### src/hdl/tdpc_pkg.sv
// ----------------------------------------------------------------------------
// Ticket dispenser payout controller package
// Shared types, register indexes and constants for the payout controller.
// ----------------------------------------------------------------------------
package tdpc_pkg;

    localparam int unsigned CountW   = 16;
    localparam int unsigned DebW     = 8;
    localparam int unsigned TotalW   = 20;
    localparam int unsigned CfgIdxW  = 2;
    localparam int unsigned CfgDataW = 16;

    localparam logic [CountW-1:0] COUNT_MAX     = '1;
    localparam logic [DebW-1:0]   DEB_MAX       = '1;
    localparam logic [TotalW-1:0] TOTAL_MAX     = 20'd999999;
    localparam logic [CountW-1:0] BLOCK_LIM_RST = 16'd1000;
    localparam logic [CountW-1:0] EMPTY_LIM_RST = 16'd600;
    localparam logic [DebW-1:0]   DEB_TICKS_RST = 8'd1;

    // Configuration register indexes
    typedef enum logic [CfgIdxW-1:0] {
        CFG_NORMAL_LEVEL   = 2'd0,
        CFG_BLOCK_LIMIT    = 2'd1,
        CFG_EMPTY_LIMIT    = 2'd2,
        CFG_DEBOUNCE_TICKS = 2'd3
    } t_cfg_idx;

    // Request codes
    typedef enum logic {
        REQ_TICK = 1'b0,
        REQ_LOAD = 1'b1
    } t_req;

    typedef struct packed {
        logic              normal_level;
        logic [CountW-1:0] block_limit;
        logic [CountW-1:0] empty_limit;
        logic [DebW-1:0]   debounce_ticks;
    } t_cfg;

    typedef struct packed {
        logic              req_type;
        logic              sensor_level;
        logic [CountW-1:0] ticket_amount;
    } t_item;

    typedef struct packed {
        logic [CountW-1:0] jam_count;
        logic [CountW-1:0] empty_count;
        logic [DebW-1:0]   debounce_count;
        logic              last_level;
        logic              payout_enabled;
        logic [CountW-1:0] owed_count;
        logic [TotalW-1:0] total_count;
        logic              jam_err;
        logic              empty_err;
        logic              motor_state;
    } t_state;

    typedef struct packed {
        logic              motor_on;
        logic [CountW-1:0] tickets_owed;
        logic [TotalW-1:0] tickets_total;
        logic              jam_error;
        logic              empty_error;
        logic              ticket_paid;
        logic              save_request;
    } t_result;

endpackage

### src/hdl/tdpc_cfg_regs.sv
// ----------------------------------------------------------------------------
// Payout controller configuration registers
// Write-only register bank holding the sensor level and the three limits.
// ----------------------------------------------------------------------------
module tdpc_cfg_regs (
    input  logic                           i_clk,
    input  logic                           i_rst_n,
    input  logic                           i_cfg_we,
    input  logic [tdpc_pkg::CfgIdxW-1:0]   i_cfg_idx,
    input  logic [tdpc_pkg::CfgDataW-1:0]  i_cfg_data,
    output tdpc_pkg::t_cfg                 o_cfg
);

    tdpc_pkg::t_cfg r_cfg;

    always_ff @(posedge i_clk) begin
        if (!i_rst_n) begin
            r_cfg.normal_level   <= 1'b1;
            r_cfg.block_limit    <= tdpc_pkg::BLOCK_LIM_RST;
            r_cfg.empty_limit    <= tdpc_pkg::EMPTY_LIM_RST;
            r_cfg.debounce_ticks <= tdpc_pkg::DEB_TICKS_RST;
        end else if (i_cfg_we) begin
            unique case (tdpc_pkg::t_cfg_idx'(i_cfg_idx))
                tdpc_pkg::CFG_NORMAL_LEVEL:   r_cfg.normal_level   <= i_cfg_data[0];
                tdpc_pkg::CFG_BLOCK_LIMIT:    r_cfg.block_limit    <= i_cfg_data;
                tdpc_pkg::CFG_EMPTY_LIMIT:    r_cfg.empty_limit    <= i_cfg_data;
                tdpc_pkg::CFG_DEBOUNCE_TICKS: begin
                    r_cfg.debounce_ticks <= i_cfg_data[tdpc_pkg::DebW-1:0];
                end
                default: ;
            endcase
        end
    end

    assign o_cfg = r_cfg;

endmodule

### src/hdl/tdpc_step.sv
// ----------------------------------------------------------------------------
// Payout controller update logic
// Computes the next controller state and the result for one transaction.
// ----------------------------------------------------------------------------
module tdpc_step (
    input  tdpc_pkg::t_cfg    i_cfg,
    input  tdpc_pkg::t_item   i_item,
    input  tdpc_pkg::t_state  i_state,
    output tdpc_pkg::t_state  o_state,
    output tdpc_pkg::t_result o_result
);

    logic                              paid;
    logic                              save;
    logic [tdpc_pkg::CountW:0]         owed_sum;
    logic                              s;
    logic                              n;
    logic                              done;
    tdpc_pkg::t_state                  st;

    always_comb begin
        st       = i_state;
        paid     = 1'b0;
        save     = 1'b0;
        done     = 1'b0;
        s        = i_item.sensor_level;
        n        = i_cfg.normal_level;
        owed_sum = {1'b0, i_state.owed_count} + {1'b0, i_item.ticket_amount};

        if (i_item.req_type == tdpc_pkg::REQ_LOAD) begin
            st.owed_count     = owed_sum[tdpc_pkg::CountW] ? tdpc_pkg::COUNT_MAX
                                                           : owed_sum[tdpc_pkg::CountW-1:0];
            st.payout_enabled = 1'b1;
        end else begin
            // Jam supervision: sensor held away from its resting level.
            if (s != n) begin
                if (st.jam_count != tdpc_pkg::COUNT_MAX) begin
                    st.jam_count = st.jam_count + 1'b1;
                end
                if (st.jam_count >= i_cfg.block_limit) begin
                    st.jam_count      = i_cfg.block_limit;
                    st.payout_enabled = 1'b0;
                    st.motor_state    = 1'b0;
                    st.jam_err        = 1'b1;
                end
            end else begin
                st.jam_count = '0;
                st.jam_err   = 1'b0;
            end

            // Empty timeout while paying out.
            if (st.payout_enabled) begin
                if (st.empty_count != tdpc_pkg::COUNT_MAX) begin
                    st.empty_count = st.empty_count + 1'b1;
                end
                if (st.empty_count >= i_cfg.empty_limit) begin
                    st.payout_enabled = 1'b0;
                    st.empty_count    = '0;
                    st.empty_err      = 1'b1;
                    st.motor_state    = 1'b0;
                end
            end

            priority if (st.jam_err) begin
                done = 1'b1;
            end else if (!st.payout_enabled) begin
                st.motor_state = 1'b0;
                done           = 1'b1;
            end else if (st.owed_count == '0) begin
                save              = 1'b1;
                st.empty_count    = '0;
                st.payout_enabled = 1'b0;
                st.empty_err      = 1'b0;
                st.motor_state    = 1'b0;
                done              = 1'b1;
            end else begin
                st.motor_state = 1'b1;
            end

            if (!done) begin
                if (st.last_level == s) begin
                    if (s == n) begin
                        st.debounce_count = '0;
                    end
                end else begin
                    if (st.debounce_count != tdpc_pkg::DEB_MAX) begin
                        st.debounce_count = st.debounce_count + 1'b1;
                    end
                    if (st.debounce_count >= i_cfg.debounce_ticks) begin
                        st.last_level = s;
                        if (s == n) begin
                            st.owed_count  = st.owed_count - 1'b1;
                            st.total_count = (st.total_count < tdpc_pkg::TOTAL_MAX)
                                             ? st.total_count + 1'b1 : '0;
                            paid           = 1'b1;
                            save           = 1'b1;
                            st.empty_count = '0;
                            st.empty_err   = 1'b0;
                        end
                        st.debounce_count = '0;
                    end
                end
            end
        end

        o_state                = st;
        o_result.motor_on      = st.motor_state;
        o_result.tickets_owed  = st.owed_count;
        o_result.tickets_total = st.total_count;
        o_result.jam_error     = st.jam_err;
        o_result.empty_error   = st.empty_err;
        o_result.ticket_paid   = paid;
        o_result.save_request  = save;
    end

endmodule

### src/hdl/ticket_dispenser_payout_controller.sv
// ----------------------------------------------------------------------------
// Ticket dispenser payout controller
// A transaction is captured in the input register, then its result in the result register.
// Throughput: one transaction per cycle, limited only by the output stall.
// Reset (synchronous, active low) clears all counters, errors and the motor,
// sets the last accepted sensor level high and restores the register defaults.
// ----------------------------------------------------------------------------
module ticket_dispenser_payout_controller (
    input  logic                                i_clk,
    input  logic                                i_rst_n,
    // Configuration write port
    input  logic                                i_cfg_we,
    input  logic [tdpc_pkg::CfgIdxW-1:0]        i_cfg_idx,
    input  logic [tdpc_pkg::CfgDataW-1:0]       i_cfg_data,
    // Request channel
    input  logic                                i_in_valid,
    output logic                                o_in_stall,
    input  logic                                i_req_type,
    input  logic                                i_sensor_level,
    input  logic [tdpc_pkg::CountW-1:0]         i_ticket_amount,
    // Result channel
    output logic                                o_out_valid,
    input  logic                                i_out_stall,
    output logic                                o_motor_on,
    output logic [tdpc_pkg::CountW-1:0]         o_tickets_owed,
    output logic [tdpc_pkg::TotalW-1:0]         o_tickets_total,
    output logic                                o_jam_error,
    output logic                                o_empty_error,
    output logic                                o_ticket_paid,
    output logic                                o_save_request
);

    // The design is a two-register pipeline. An incoming transaction is first
    // captured in the input register. From there the update logic works out
    // the new controller state and the result in one pass; both are written
    // at the same edge, so the next transaction in the input register already
    // sees the updated counters and can follow in the very next cycle.

    tdpc_pkg::t_cfg    cfg;
    tdpc_pkg::t_item   r_item;
    logic              r_in_valid;
    tdpc_pkg::t_state  r_state;
    tdpc_pkg::t_state  n_state;
    tdpc_pkg::t_state  rst_state;
    tdpc_pkg::t_result n_result;
    tdpc_pkg::t_result r_result;
    logic              r_out_valid;
    logic              out_free;
    logic              advance;

    tdpc_cfg_regs u_cfg (
        .i_clk      (i_clk),
        .i_rst_n    (i_rst_n),
        .i_cfg_we   (i_cfg_we),
        .i_cfg_idx  (i_cfg_idx),
        .i_cfg_data (i_cfg_data),
        .o_cfg      (cfg)
    );

    tdpc_step u_step (
        .i_cfg    (cfg),
        .i_item   (r_item),
        .i_state  (r_state),
        .o_state  (n_state),
        .o_result (n_result)
    );

    // The result register can take a new value when it is empty or its
    // current transaction is being taken downstream this cycle.
    assign out_free   = !r_out_valid || !i_out_stall;
    // The held transaction moves into the result register, updating state.
    assign advance    = r_in_valid && out_free;
    // The input register stalls only when it is full and cannot drain.
    assign o_in_stall = r_in_valid && !out_free;

    // Input register: control bit under reset, payload captured on acceptance.
    always_ff @(posedge i_clk) begin
        if (!i_rst_n) begin
            r_in_valid <= 1'b0;
        end else if (!o_in_stall) begin
            r_in_valid <= i_in_valid;
        end
    end

    always_ff @(posedge i_clk) begin
        if (i_in_valid && !o_in_stall) begin
            r_item.req_type      <= i_req_type;
            r_item.sensor_level  <= i_sensor_level;
            r_item.ticket_amount <= i_ticket_amount;
        end
    end

    // Reset value of the controller state: everything clear apart from the
    // last accepted sensor level, which starts at the reset normal level.
    always_comb begin
        rst_state            = '0;
        rst_state.last_level = 1'b1;
    end

    // Controller state is committed only when a transaction is processed.
    always_ff @(posedge i_clk) begin
        if (!i_rst_n) begin
            r_state <= rst_state;
        end else if (advance) begin
            r_state <= n_state;
        end
    end

    // Result register with its valid flag.
    always_ff @(posedge i_clk) begin
        if (!i_rst_n) begin
            r_out_valid <= 1'b0;
        end else if (out_free) begin
            r_out_valid <= r_in_valid;
        end
    end

    always_ff @(posedge i_clk) begin
        if (advance) begin
            r_result <= n_result;
        end
    end

    assign o_out_valid     = r_out_valid;
    assign o_motor_on      = r_result.motor_on;
    assign o_tickets_owed  = r_result.tickets_owed;
    assign o_tickets_total = r_result.tickets_total;
    assign o_jam_error     = r_result.jam_error;
    assign o_empty_error   = r_result.empty_error;
    assign o_ticket_paid   = r_result.ticket_paid;
    assign o_save_request  = r_result.save_request;

endmodule
### config.mk
export PLATFORM = sky130hd
export DESIGN_NAME = ticket_dispenser_payout_controller
export DESIGN_NICKNAME = d
export VERILOG_FILES = /design/src/hdl/tdpc_pkg.sv /design/src/hdl/tdpc_cfg_regs.sv /design/src/hdl/tdpc_step.sv /design/src/hdl/ticket_dispenser_payout_controller.sv
export SDC_FILE = /design/constraint.sdc
export NUM_CORES = 1
export LEC_CHECK = 0
export ABC_AREA = 1
export BUFFER_PORTS_ARGS = -buffer_cell sky130_fd_sc_hd__buf_2
export CAP_MARGIN = 40
export CORE_MARGIN = 1
export CORE_UTILIZATION = 56
export CTS_CLUSTER_DIAMETER = 120
export DETAILED_ROUTE_END_ITERATION = 12
export GPL_TIMING_DRIVEN = 0
export PLACE_DENSITY = 0.76
export SKIP_LAST_GASP = 1
export SLEW_MARGIN = 0
export SYNTH_ARGS = -nofsm -noshare
export SYNTH_HDL_FRONTEND = slang
export SYNTH_SLANG_ARGS = --single-unit
export TNS_END_PERCENT = 100
### constraint.sdc
create_clock -name i_clk -period 3.5 [get_ports i_clk]
set_input_delay 0.525 -clock i_clk [delete_from_list [all_inputs] [get_ports i_clk]]
set_output_delay 0.525 -clock i_clk [all_outputs]
set_load 0.1 [all_outputs]
# Word-level counts from Yosys, hierarchy flattened
# Index checks and enable logic that the tools add are counted.
[totals]
mem_count = 0
ramBits = 0
latch_bits = 0
inputBits = 41
rom_bits = 0
reg_bits = 183
output_inout_bits = 43
[op_classes]
eq_ne = 10
add_sub_neg = 6
div_mod_pow = 0
muxes = 66
shift = 0
bitwise_logic = 4
n_reduce_logical = 18
n_lt_le_gt_ge = 4
n_mul = 0
[ops]
columns = ["op", "count"]
rows = [
  ["16-bit 2-to-1 mux", 16],
  ["36-bit 2-to-1 mux", 4],
  ["25-bit 2-to-1 mux", 2],
  ["8-bit 2-to-1 mux", 6],
  ["16-bit by 1-bit adder with 16-bit output, second input constant", 2],
  ["16-bit greater-or-equal comparator", 2],
  ["1-bit 2-to-1 mux", 32],
  ["16-bit != test, second input constant", 2],
  ["23-bit 2-to-1 mux", 1],
  ["20-bit by 1-bit adder with 20-bit output, second input constant", 1],
  ["20-bit less-than comparator, second input constant", 1],
  ["20-bit 2-to-1 mux", 1],
  ["16-bit by 16-bit adder with 17-bit output", 1],
  ["17-bit 2-to-1 mux", 1],
  ["16-bit logical NOT", 1],
  ["16-bit by 1-bit subtractor with 16-bit output, second input constant", 1],
  ["2-bit AND reduction", 5],
  ["8-bit by 1-bit adder with 8-bit output, second input constant", 1],
  ["8-bit greater-or-equal comparator", 1],
  ["8-bit != test, second input constant", 1],
  ["2-bit 2-to-1 mux", 3],
  ["5-bit AND reduction", 1],
  ["2-bit equality test, second input constant", 2],
  ["1-bit logical NOT", 4],
  ["other kinds (10)", 16],
]

# Longest topological paths before layout
# Gate-level depths: netlist (run 1).
[depth]
ltp_word = 24
ltp_mapped = 30

# Cells and area by module
# A second synthesis (run 1) with hierarchy kept.
[hier_totals]
cells_unflattened = 2076
hier_area_um2 = 13375.3
[by_module_without_submodules]
columns = ["mod", "area_each_um2", "cells_each", "instances"]
rows = [
  ["tdpc_step", 6292.3, 1233, 1],
  ["ticket_dispenser_payout_controller", 5437.7, 600, 1],
  ["tdpc_cfg_regs", 1645.3, 243, 1],
]

# Worst setup path after synthesis (run 1)
# OpenSTA, ideal clock, no wires.
[synth_path]
kind = "register to register"
start = "register r_state[65] (netlist name)"
end = "register r_result, in the netlist o_tickets_total[19], data pin"
path_stages_with_launch = 25
arrival_ns = 3.168
setup_ns = 0.252
setup_slack_ns = 0.080
path_buffers = 1
cell_sequence = "dfxtp_1 ha_1 inv_1 nor4_4 nand3_1 nor2_1 nand2_1 nand4_1 xor2_1 inv_1 ha_1 nand2_1 o21bai_2 a21oi_2 nor2_4 nand2_4 nand2_2 nand3_4 inv_4 nand3_4 nor2_8 buf_6 nand2_1 nand3_1 inv_1"
[synth_lines]
columns = ["item", "line_no", "rtl"]
rows = [
  ["start: declaration", "ticket_dispenser_payout_controller.sv:42", "tdpc_pkg::t_state r_state;"],
  ["start signal: assignment", "ticket_dispenser_payout_controller.sv:103", "r_state <= rst_state;"],
  ["start signal: assignment", "ticket_dispenser_payout_controller.sv:105", "r_state <= n_state;"],
  ["end signal: assignment", "ticket_dispenser_payout_controller.sv:120", "r_result <= n_result;"],
  ["end: declaration", "ticket_dispenser_payout_controller.sv:46", "tdpc_pkg::t_result r_result;"],
]

==> out/results.ini, run 1 <==
[synthesis]
synth_cell_type_count = 57
syn_avg_cell_area_um2 = 6.97
ys_seq_area_share_pct = 35.6
synthCells = 1713
synth_area_um2 = 11900
ys_async_sr_fraction_pct = 0
synth-main-ff-cell = dfxtp_1
synth_edf_count = 59
synth-seq-cells = 183
syn-num-nets = 1816
yosysWarnings = 0

[clock_network]
clk_path_buf_depth = 2
worstSkewPairLatency_ns = 0.44
htree_levels = 4
cts_root_buffer = clkbuf_16
cts_made_buffers = 17
cts_sinks = 183
cts_tree = built
cts_hold_buf = 0
path_clk_slew_ns = 0.08

[timing]
final.setup.tns_ns = -17.49
fin_ws_ns = -0.309
skew_ns = 0.0103
rsz0062_at_grt = yes
fmax_ghz = 0.263
finalHoldViolations = 0
slew_violations = 0
slew_headroom_pct = 40.8
setup_viol = 102
timing.final.crit_share_pct = 109
worstMarginPinSlew_ns = 0.889
fin_crit_ns = 3.81

[job]
drv_cap = 0

[detailed_routing]
wl_um = 36100
via_count = 12200
drt_iter0_drc = 1104
ant_nets = 0
drc = 0
avgRoutedWirePerCell_um = 16.7
vias_per_cell = 5.66
drtPass1Iterations = 8

[pwr]
finalPower_mw = 5.77
p_per_area_nw_per_um2 = 394
power.leakage_nw = 6.84
max-vdd-ir-drop_mv = 0.326

[global_routing]
grt-ovfl-total = 0
grt_usage_pct = 31.4
grt.busiest_layer = met2
grt_start_max_net_pins = 32
antenna_found_initial = 0
use_met3_pct = 4.51
grt.met1_usage_pct = 40.1
grt_pass1_wl_um = 54800
grt_util_met2_pct = 52.0
grt_pass1_vias = 11200

[final_layout]
final_cell_mix = nand2_1, inv_1, a21oi_1
drive_gt1_share_pct = 21.5
postLayoutCellArea_um2 = 14700
final_core_util_pct = 69.9
final_common_cell = nand2_1
fin_nets = 1973
num_antenna_cells = 0
areaGrowthSynthToFinish_pct = 22.7

[worst_setup_path]
arrival_ns = 4.14
worst_setup_path_start_kind = flop
path_class = flop to flop
cp.required_ns = 3.83
critPathMaxFanout = 7
worstSetupEndpointType = flop

[status]
status = finished with violations
violations = negative setup slack

[die]
coreArea_um2 = 21000
placementRows = 53
fp.dieW_um = 148
dieArea_um2 = 21900
fp.dieH_um = 148
ios = 84
initial_core_util_pct = 57.0

[placed_design]
place_area_um2 = 12700
post-place-ws_ns = -0.732
hpwl_um = 23900
gp_congestion = 0.943
numPortBuffers = 83

[min_path]
hp-class = input pin to flop

[repair_timing]
item | 4_1_cts | 5_1_grt
pin swaps | 40 | 58
buffers inserted | 35 | 13
resized for setup | 104 | 149
gates cloned | 5 | 4
setup endpoints to repair | 121 | 121
[critical path, stage by stage, from the launching register on]
cell,delay (ns)
dfxtp_4,0.36
ha_4,0.15
inv_4,0.05
nor4_4,0.32
buf_4,0.18
nand4_1,0.11
nor2_1,0.12
nand2_1,0.07
nand2_2,0.09
xor2_2,0.20
inv_2,0.08
ha_4,0.31
nand2_4,0.05
o21bai_4,0.18
a21oi_4,0.17
nor2_4,0.07
nand2_4,0.10
nand2_4,0.07
nand3_4,0.12
nor2_4,0.06
buf_12,0.14
nand2_4,0.07
buf_6,0.11
nand2_1,0.08
nand3_2,0.10
nand2_2,0.10
o21ai_2,0.17
inv_1,0.07
[cell usage after synthesis, types with 3 or more instances]
library cell	n	area, µm²
xor2_1	45	394
or2_2	6	37.5
inv_2	14	52.6
buf_1	6	22.5
ha_1	61	763
a21oi_2	6	52.6
a21oi_1	139	696
o21ai_1	21	105
a31oi_1	4	25.0
buf_2	18	90.1
nor4_1	7	43.8
o21ai_2	7	61.3
edfxtp_1	59	1770
xnor2_1	7	61.3
nand3_1	92	460
a21boi_1	3	22.5
buf_6	4	45.0
clkinv_1	3	11.3
clkbuf_1	40	150
nand2_2	7	43.8
or2_1	3	18.8
o22ai_1	8	50.1
dfxtp_1	124	2480
inv_1	221	830
nor2_4	3	33.8
a211oi_2	5	62.6
o21ai_0	102	510
nor2_1	100	375
nand2_1	483	1810
o211ai_1	28	210
nand4_1	27	169
nor2_2	9	56.3
nor3_1	19	95.1
[power by group]
group	switching, mW	internal (mW)
clock network	0.897	1.08
registers	0.0748	2.31
logic	1.00	0.404
total	1.97	3.79
[routing by layer]
layer	vias to the layer above	wire length [µm]
met4	0	1680
met1	5636	14500
met3	124	2620
met5	-	0
li1	5900	-
met2	556	17200
[sequential cells by signal, summed over array words and instances, names as in the netlist, 16 cells and up]
signal / flops
r_state: 81
o_tickets_total: 20
u_cfg.o_cfg: 41
o_tickets_owed: 16
r_item: 18
[metrics by stage]
step / instances / hold slack [ns]
final: 2158 / 0.252
after global routing: 2158 / 0.244
after CTS: 2143 / 0.246
after detailed placement: 2072 / 0.453
after global placement: 2071 / 0.453
after floorplan: 1713 / 0.435
[cell type report]
type                    instances  area [µm²]
repair buffers                138         955
fillers                      1718        6300
multi-input cells            1222        7210
flip-flops and latches        183        4280
clock inverters                14         146
well taps                     275         344
plain buffers                  69         372
inverters                     239         910
clock buffers                  18         439
[final timing paths]
| kind | startpoint | to | slack (ns) | cells after the start |
|---|---|---|---|---|
| worst min-delay path | i_ticket_amount[12] | r_item[12]$_DFFE_PP_ | 0.25 | 1 |
| worst min register to register | u_cfg.o_cfg[23]$_SDFFE_PN0P_ | u_cfg.o_cfg[23]$_SDFFE_PN0P_ | 0.46 | 2 |
| worst max-delay path | r_state[65]$_SDFFE_PN0P_ | r_state[24]$_SDFFE_PN0P_ | -0.31 | 27 |
| worst max register to register | r_state[65]$_SDFFE_PN0P_ | r_state[24]$_SDFFE_PN0P_ | -0.31 | 27 |
[logic make-up (layout without fill, tap and decap cells)]
logic type                 Yosys count  count (layout)  synth area share [%]
AOI/OAI and AO/OA                  337             337                  16.1
xor gates and xnor gates            52              52                  3.81
adders and majority gates           62              62                  6.56
buffers and inverters              309             478                  10.2
DFF                                183             183                  35.6
and+or+nand+nor                    770             771                  27.7
(Power assumes the default switching activity.)
==> inputs of run 2 (changes only) <==
Settings changed: CORE_UTILIZATION 56 to 45, PLACE_DENSITY 0.76 to 0.63.
==> run 2 against run 1 <==
  * The flow still finishes with violations (negative setup slack)
  * Non-clock buffer count up 6
  * Largest cell class unchanged
  * Total power is 0.37% higher
  * Wire length shrank 3.0%
  * Fmax up 4.3%
  * Global-route usage fell by 5.7 points
==> out/results.ini, run 2 (synthesis gave the netlist of run 1 again) <==
[detailed_routing]
avgRoutedWirePerCell_um = 15.7  ; was 16.7 µm
drtPass1Iterations = 5  ; was 8
ant_nets = 0  ; unchanged
drt_iter0_drc = 826  ; was 1104
vias_per_cell = 5.33  ; was 5.66
via_count = 11800  ; was 12200
drc = 0  ; unchanged
wl_um = 35000  ; was 36100 µm

[timing]
whs_ns = 0.249  ; was 0.252 ns
fin_crit_ns = 3.65  ; was 3.81 ns
rsz0062_at_grt = yes  ; unchanged
setup_viol = 78  ; was 102
slew_violations = 0  ; unchanged
fin_ws_ns = -0.153  ; was -0.309 ns
finalHoldViolations = 0  ; unchanged
timing.final.crit_share_pct = 104  ; was 109%
worstMarginPinSlew_ns = 0.845  ; was 0.889 ns
fmax_ghz = 0.274  ; was 0.263 GHz
slew_headroom_pct = 43.7  ; was 40.8%
skew_ns = 0.0157  ; was 0.0103 ns

[worst_setup_path]
worst_setup_path_start_kind = flop  ; unchanged
cp.required_ns = 3.71  ; was 3.83 ns
crit_chain = buf_4 -> nand3_1 -> nor3_2 -> and3_1 -> nand3_2 -> nand3b_1 -> nand2_2 -> inv_1 -> ha_1 -> nand4_1 -> nor3_2 -> nand2_4 -> nand2_4 -> nand2_4 -> nand3_4 -> clkinv_4 -> nand3_4 -> nor2_8 -> buf_6 -> buf_12 -> nand2_4 -> nand2_2 -> nand2_2 -> inv_2
cp_slowest_stage_delay_ns = 0.37  ; was 0.36 ns
critPathMaxFanout = 5  ; was 7
path_class = flop to flop  ; unchanged
arrival_ns = 3.86  ; was 4.14 ns
crit_slowest_cell = dfxtp_2  ; was dfxtp_4
worstSetupEndpointType = flop  ; unchanged
crit_path_frequent_cell = nand2_4  ; unchanged

[final_layout]
areaGrowthSynthToFinish_pct = 23.5  ; was 22.7%
largest_register_ff_count = 81  ; unchanged
n_fill_cell = 2486  ; was 1718
final_cell_mix = nand2_1, inv_1, a21oi_1  ; unchanged
final_core_util_pct = 56.6  ; was 69.9%
regMostFlops = r_state  ; unchanged
fin_nets = 1978  ; was 1973
drive_gt1_share_pct = 21.8  ; was 21.5%
num_antenna_cells = 0  ; unchanged
final_common_cell = nand2_1  ; unchanged

[clock_network]
worstSkewPairLatency_ns = 0.45  ; was 0.44 ns
htree_levels = 4  ; unchanged
cts_tree = built  ; unchanged
cts_made_buffers = 17  ; unchanged
path_clk_slew_ns = 0.08  ; about the same
cts_hold_buf = 0  ; unchanged
clk_path_buf_depth = 2  ; unchanged
cts_sinks = 183  ; unchanged
cts_root_buffer = clkbuf_16  ; unchanged

[pwr]
p_per_area_nw_per_um2 = 393  ; was 394 nW/µm²
power.leakage_nw = 6.82  ; was 6.84 nW
max-vdd-ir-drop_mv = 0.228  ; was 0.326 mV
finalPower_mw = 5.79  ; was 5.77 mW

[placed_design]
hpwl_um = 24800  ; was 23900 µm
numPortBuffers = 83  ; unchanged
gp_congestion = 0.944  ; was 0.943

[global_routing]
grt.busiest_layer = met2  ; unchanged
grt_pass1_wl_um = 54200  ; was 54800 µm
grt_util_met2_pct = 44.3  ; was 52.0%
grt_pass1_vias = 10700  ; was 11200
grt_usage_pct = 25.7  ; was 31.4%
grt-ovfl-total = 0  ; unchanged
use_met3_pct = 3.21  ; was 4.51%
grt.met1_usage_pct = 32.5  ; was 40.1%
antenna_found_initial = 0  ; unchanged
grt_start_max_net_pins = 29  ; was 32

[min_path]
hp-class = input pin to flop  ; unchanged

[status]
violations = negative setup slack  ; unchanged
status = finished with violations  ; unchanged

[die]
ios = 84  ; unchanged
dieArea_um2 = 27200  ; was 21900 µm²
initial_core_util_pct = 45.8  ; was 57.0%
coreArea_um2 = 26100  ; was 21000 µm²
fp.dieW_um = 165  ; was 148 µm
placementRows = 59  ; was 53
fp.dieH_um = 165  ; was 148 µm

[job]
drv_cap = 0  ; unchanged

## run 2: cell types whose count changed in the layout (fill, tap and decap cells not counted), moves of 5 or more
cell,change
dfxtp_2,+6
buf_4,+15
nand3_1,-6
nand2_4,-5
inv_2,-5
nand3_2,+7
dfxtp_1,-7
## run 2: where the power goes
group / switching (mW) / internal (mW) / total, mW
clock network: 0.904 / 1.13 / 2.03
registers: 0.0722 / 2.31 / 2.38
logic: 0.977 / 0.396 / 1.37
total: 1.95 / 3.83 / 5.79
## run 2: worst max-delay path, delay by kind of cell (launching register included)
kind	cells	cell delay, ns
and+or+nand+nor	17	2.14
buffers and inverters	6	0.58
adders and majority gates	1	0.30
DFF	1	0.37
## run 2: final cells by class
cell class	count	area, µm²	area share, %
inverters	239	912	6.19
well taps	335	419	2.84
flip-flops and latches	183	4290	29.1
multi-input cells	1221	7160	48.6
clock inverters	14	173	1.17
repair buffers	144	971	6.59
plain buffers	69	388	2.63
clock buffers	18	429	2.91
## run 2: routing by layer
| layer | part of all wire [%] | vias to the layer above |
|---|---|---|
| li1 | - | 5929 |
| met1 | 44 | 5520 |
| met2 | 48 | 329 |
| met3 | 4.8 | 60 |
| met4 | 3.0 | 0 |
| met5 | 0 | - |
## run 2: timing repair
item,4_1_cts,5_1_grt
pin swaps,26,38
cloned,1,4
buffers inserted,41,15
gates resized for setup,93,155
setup endpoints to repair,119,118
## run 2: path summary, 6_finish.rpt
check,startpoint,to,slack (ns),depth (start not counted)
setup reg to reg,r_state[66]$_SDFFE_PN0P_,o_tickets_total[13]$_DFFE_PP_,-0.15,24
hold / removal,i_ticket_amount[12],r_item[12]$_DFFE_PP_,0.25,1
hold reg to reg,u_cfg.o_cfg[10]$_SDFFE_PN0P_,u_cfg.o_cfg[10]$_SDFFE_PN0P_,0.47,2
setup / recovery,r_state[66]$_SDFFE_PN0P_,o_tickets_total[13]$_DFFE_PP_,-0.15,24
## run 2: per-stage QoR
step	setup slack, ns	instance area (µm²)	setup TNS [ns]	cells
finish	-0.153	14700	-5.82	2223
global route	-0.375	14700	-27.61	2223
CTS	-0.0513	14100	-0.721	2205
detailed placement	-0.741	12800	-57.80	2132
global placement	-0.708	12800	-58.88	2131
floorplan	0.0798	11900	0	1713
==> inputs of run 3 (changes only) <==
Settings changed: PLACE_DENSITY 0.63 to 0.65.
==> run 3 against run 2 <==
  * Clock power down 5%
  * Critical endpoint unchanged
  * Final cell count down 0.49%
  * Design area about the same
  * The run still ends with negative setup slack left
==> out/results.ini, run 3 (synthesis gave the netlist of run 1 again) <==
[die]
placementRows = 59  ; unchanged
dieArea_um2 = 27200  ; unchanged
fp.dieH_um = 165  ; unchanged
fp.dieW_um = 165  ; unchanged
ios = 84  ; unchanged
initial_core_util_pct = 45.8  ; unchanged
coreArea_um2 = 26100  ; unchanged

[global_routing]
antenna_found_initial = 0  ; unchanged
grt_usage_pct = 25.5  ; was 25.7%
grt_start_max_net_pins = 29  ; unchanged
grt-ovfl-total = 0  ; unchanged
grt_pass1_vias = 10900  ; was 10700
grt_pass1_wl_um = 54100  ; was 54200 µm

[timing]
rsz0062_at_grt = yes  ; unchanged
skew_ns = 0.0106  ; was 0.0157 ns
fin_crit_ns = 3.74  ; was 3.65 ns
finalHoldViolations = 0  ; unchanged
fmax_ghz = 0.267  ; was 0.274 GHz
setup_viol = 101  ; was 78
slew_headroom_pct = 39.5  ; was 43.7%
final.setup.tns_ns = -14.18  ; was -5.82 ns
fin_ws_ns = -0.241  ; was -0.153 ns
timing.final.crit_share_pct = 107  ; was 104%
slew_violations = 0  ; unchanged
worstMarginPinSlew_ns = 0.907  ; was 0.845 ns

[status]
status = finished with violations  ; unchanged
violations = negative setup slack  ; unchanged

[min_path]
hold_start = i_ticket_amount[12]  ; unchanged
hp-class = input pin to flop  ; unchanged
holdPathEnd = r_item[12]$_DFFE_PP_  ; unchanged
min_path_cells = 1  ; unchanged

[pwr]
p_per_area_nw_per_um2 = 389  ; was 393 nW/µm²
max-vdd-ir-drop_mv = 0.252  ; was 0.228 mV
power.leakage_nw = 6.81  ; was 6.82 nW

[clock_network]
cts_sinks = 183  ; unchanged
htree_levels = 4  ; unchanged
cts_made_buffers = 17  ; unchanged
cts_hold_buf = 0  ; unchanged
clk_path_buf_depth = 2  ; unchanged
worstSkewPairLatency_ns = 0.44  ; was 0.45 ns
path_clk_slew_ns = 0.08  ; about the same
cts_root_buffer = clkbuf_16  ; unchanged
cts_tree = built  ; unchanged

[worst_setup_path]
ff2ff_path_depth = 27  ; was 24
path_delay_family = simple AND/OR/NAND/NOR gates  ; unchanged
r2r-start = r_state[65]$_SDFFE_PN0P_  ; was r_state[66]$_SDFFE_PN0P_
cp.required_ns = 3.71  ; about the same
cp_num_buf_inv = 7  ; was 6
cp_slowest_stage_delay_ns = 0.37  ; about the same
rrSetupSlack_ns = -0.24  ; was -0.15 ns
critPathMaxFanout = 5  ; unchanged
worstSetupEndpointType = flop  ; unchanged
crit_path_frequent_cell = nand2_4  ; unchanged
critPathLaunch = r_state[65]$_SDFFE_PN0P_  ; was r_state[66]$_SDFFE_PN0P_
path_class = flop to flop  ; unchanged
reg2reg_to = o_tickets_total[13]$_DFFE_PP_  ; unchanged
worst_setup_path_start_kind = flop  ; unchanged
crit_slowest_cell = dfxtp_4  ; was dfxtp_2
arrival_ns = 3.95  ; was 3.86 ns

[job]
drv_cap = 0  ; unchanged

[placed_design]
hpwl_um = 25100  ; was 24800 µm
place_inst = 2132  ; unchanged
gp_congestion = 0.933  ; was 0.944
post-place-ws_ns = -0.755  ; was -0.741 ns
numPortBuffers = 83  ; unchanged

[final_layout]
regMostFlops = r_state  ; unchanged
fin_nets = 1967  ; was 1978
final_core_util_pct = 56.6  ; about the same
areaGrowthSynthToFinish_pct = 23.5  ; about the same
num_antenna_cells = 0  ; unchanged
drive_gt1_share_pct = 21.2  ; was 21.8%
largest_register_ff_count = 81  ; unchanged
final_cell_mix = nand2_1, inv_1, a21oi_1  ; unchanged
layoutNonFillerInstCount = 2212  ; was 2223
final_common_cell = nand2_1  ; unchanged

[detailed_routing]
drtPass1Iterations = 7  ; was 5
drt_iter0_drc = 858  ; was 826
avgRoutedWirePerCell_um = 15.7  ; about the same
wl_um = 34600  ; was 35000 µm
via_count = 11700  ; was 11800
drc = 0  ; unchanged
vias_per_cell = 5.31  ; was 5.33
ant_nets = 0  ; unchanged

-- run 3: cell count changes in the layout (fill, tap and decap cells not counted), sizes merged --
cell and delta:
inv +4, clkinv -1, buf -11, bufinv -3
-- run 3: area by class of cell --
cell class	count	area, µm²
well taps	335	419
clock inverters	14	128
flip-flops and latches	183	4280
repair buffers	135	992
plain buffers	67	360
multi-input cells	1221	7200
inverters	239	915
fillers	2435	11300
clock buffers	18	450
-- run 3: how the worst max path moves through the flow --
| stage | to | slack, ns | cells after the start |
|---|---|---|---|
| after global routing | r_state[25]$_SDFFE_PN0P_ | -0.44 | 28 |
| final | o_tickets_total[13]$_DFFE_PP_ | -0.24 | 27 |
| after detailed placement | o_tickets_total[19]$_DFFE_PP_ | -0.76 | 23 |
| after CTS | o_tickets_owed[11]$_DFFE_PP_ | -0.15 | 23 |
| after global placement | o_tickets_total[19]$_DFFE_PP_ | -0.71 | 23 |
| after floorplan | o_tickets_total[19]$_DFFE_PP_ | 0.08 | 24 |
-- run 3: repair_timing --
item	CTS	global route
endpoints found under the setup margin	117	120
gates resized for setup	105	144
buffers inserted	35	12
cloned	3	2
hold endpoints to repair	0	0
pin swaps	40	53
-- run 3: metal layers --
layer | global-route usage (%) | share of wire (%)
met1 | 32.7 | 44
met2 | 43.4 | 48
met3 | 3.62 | 4.9
met4 | 8.80 | 2.6
met5 | 0 | 0
-- run 3: where the power goes --
| part | internal, mW | leakage, nW | total, mW | switching [mW] |
|---|---|---|---|---|
| sequential | 2.31 | 1.59 | 2.38 | 0.0738 |
| combinational | 0.428 | 4.95 | 1.42 | 0.996 |
| clock | 0.982 | 0.273 | 1.93 | 0.952 |
| total | 3.72 | 6.81 | 5.74 | 2.02 |
-- run 3: stage by stage --
stage | area, µm² | hold slack [ns] | total power [mW]
4_1_cts | 14100 | 0.244 | 5.67
3_5_place_dp | 12800 | 0.460 | 3.69
5_1_grt | 14700 | 0.238 | 5.98
3_3_place_gp | 12800 | 0.455 | 3.67
2_1_floorplan | 11900 | 0.435 | 3.36
6_report | 14700 | 0.249 | 5.74
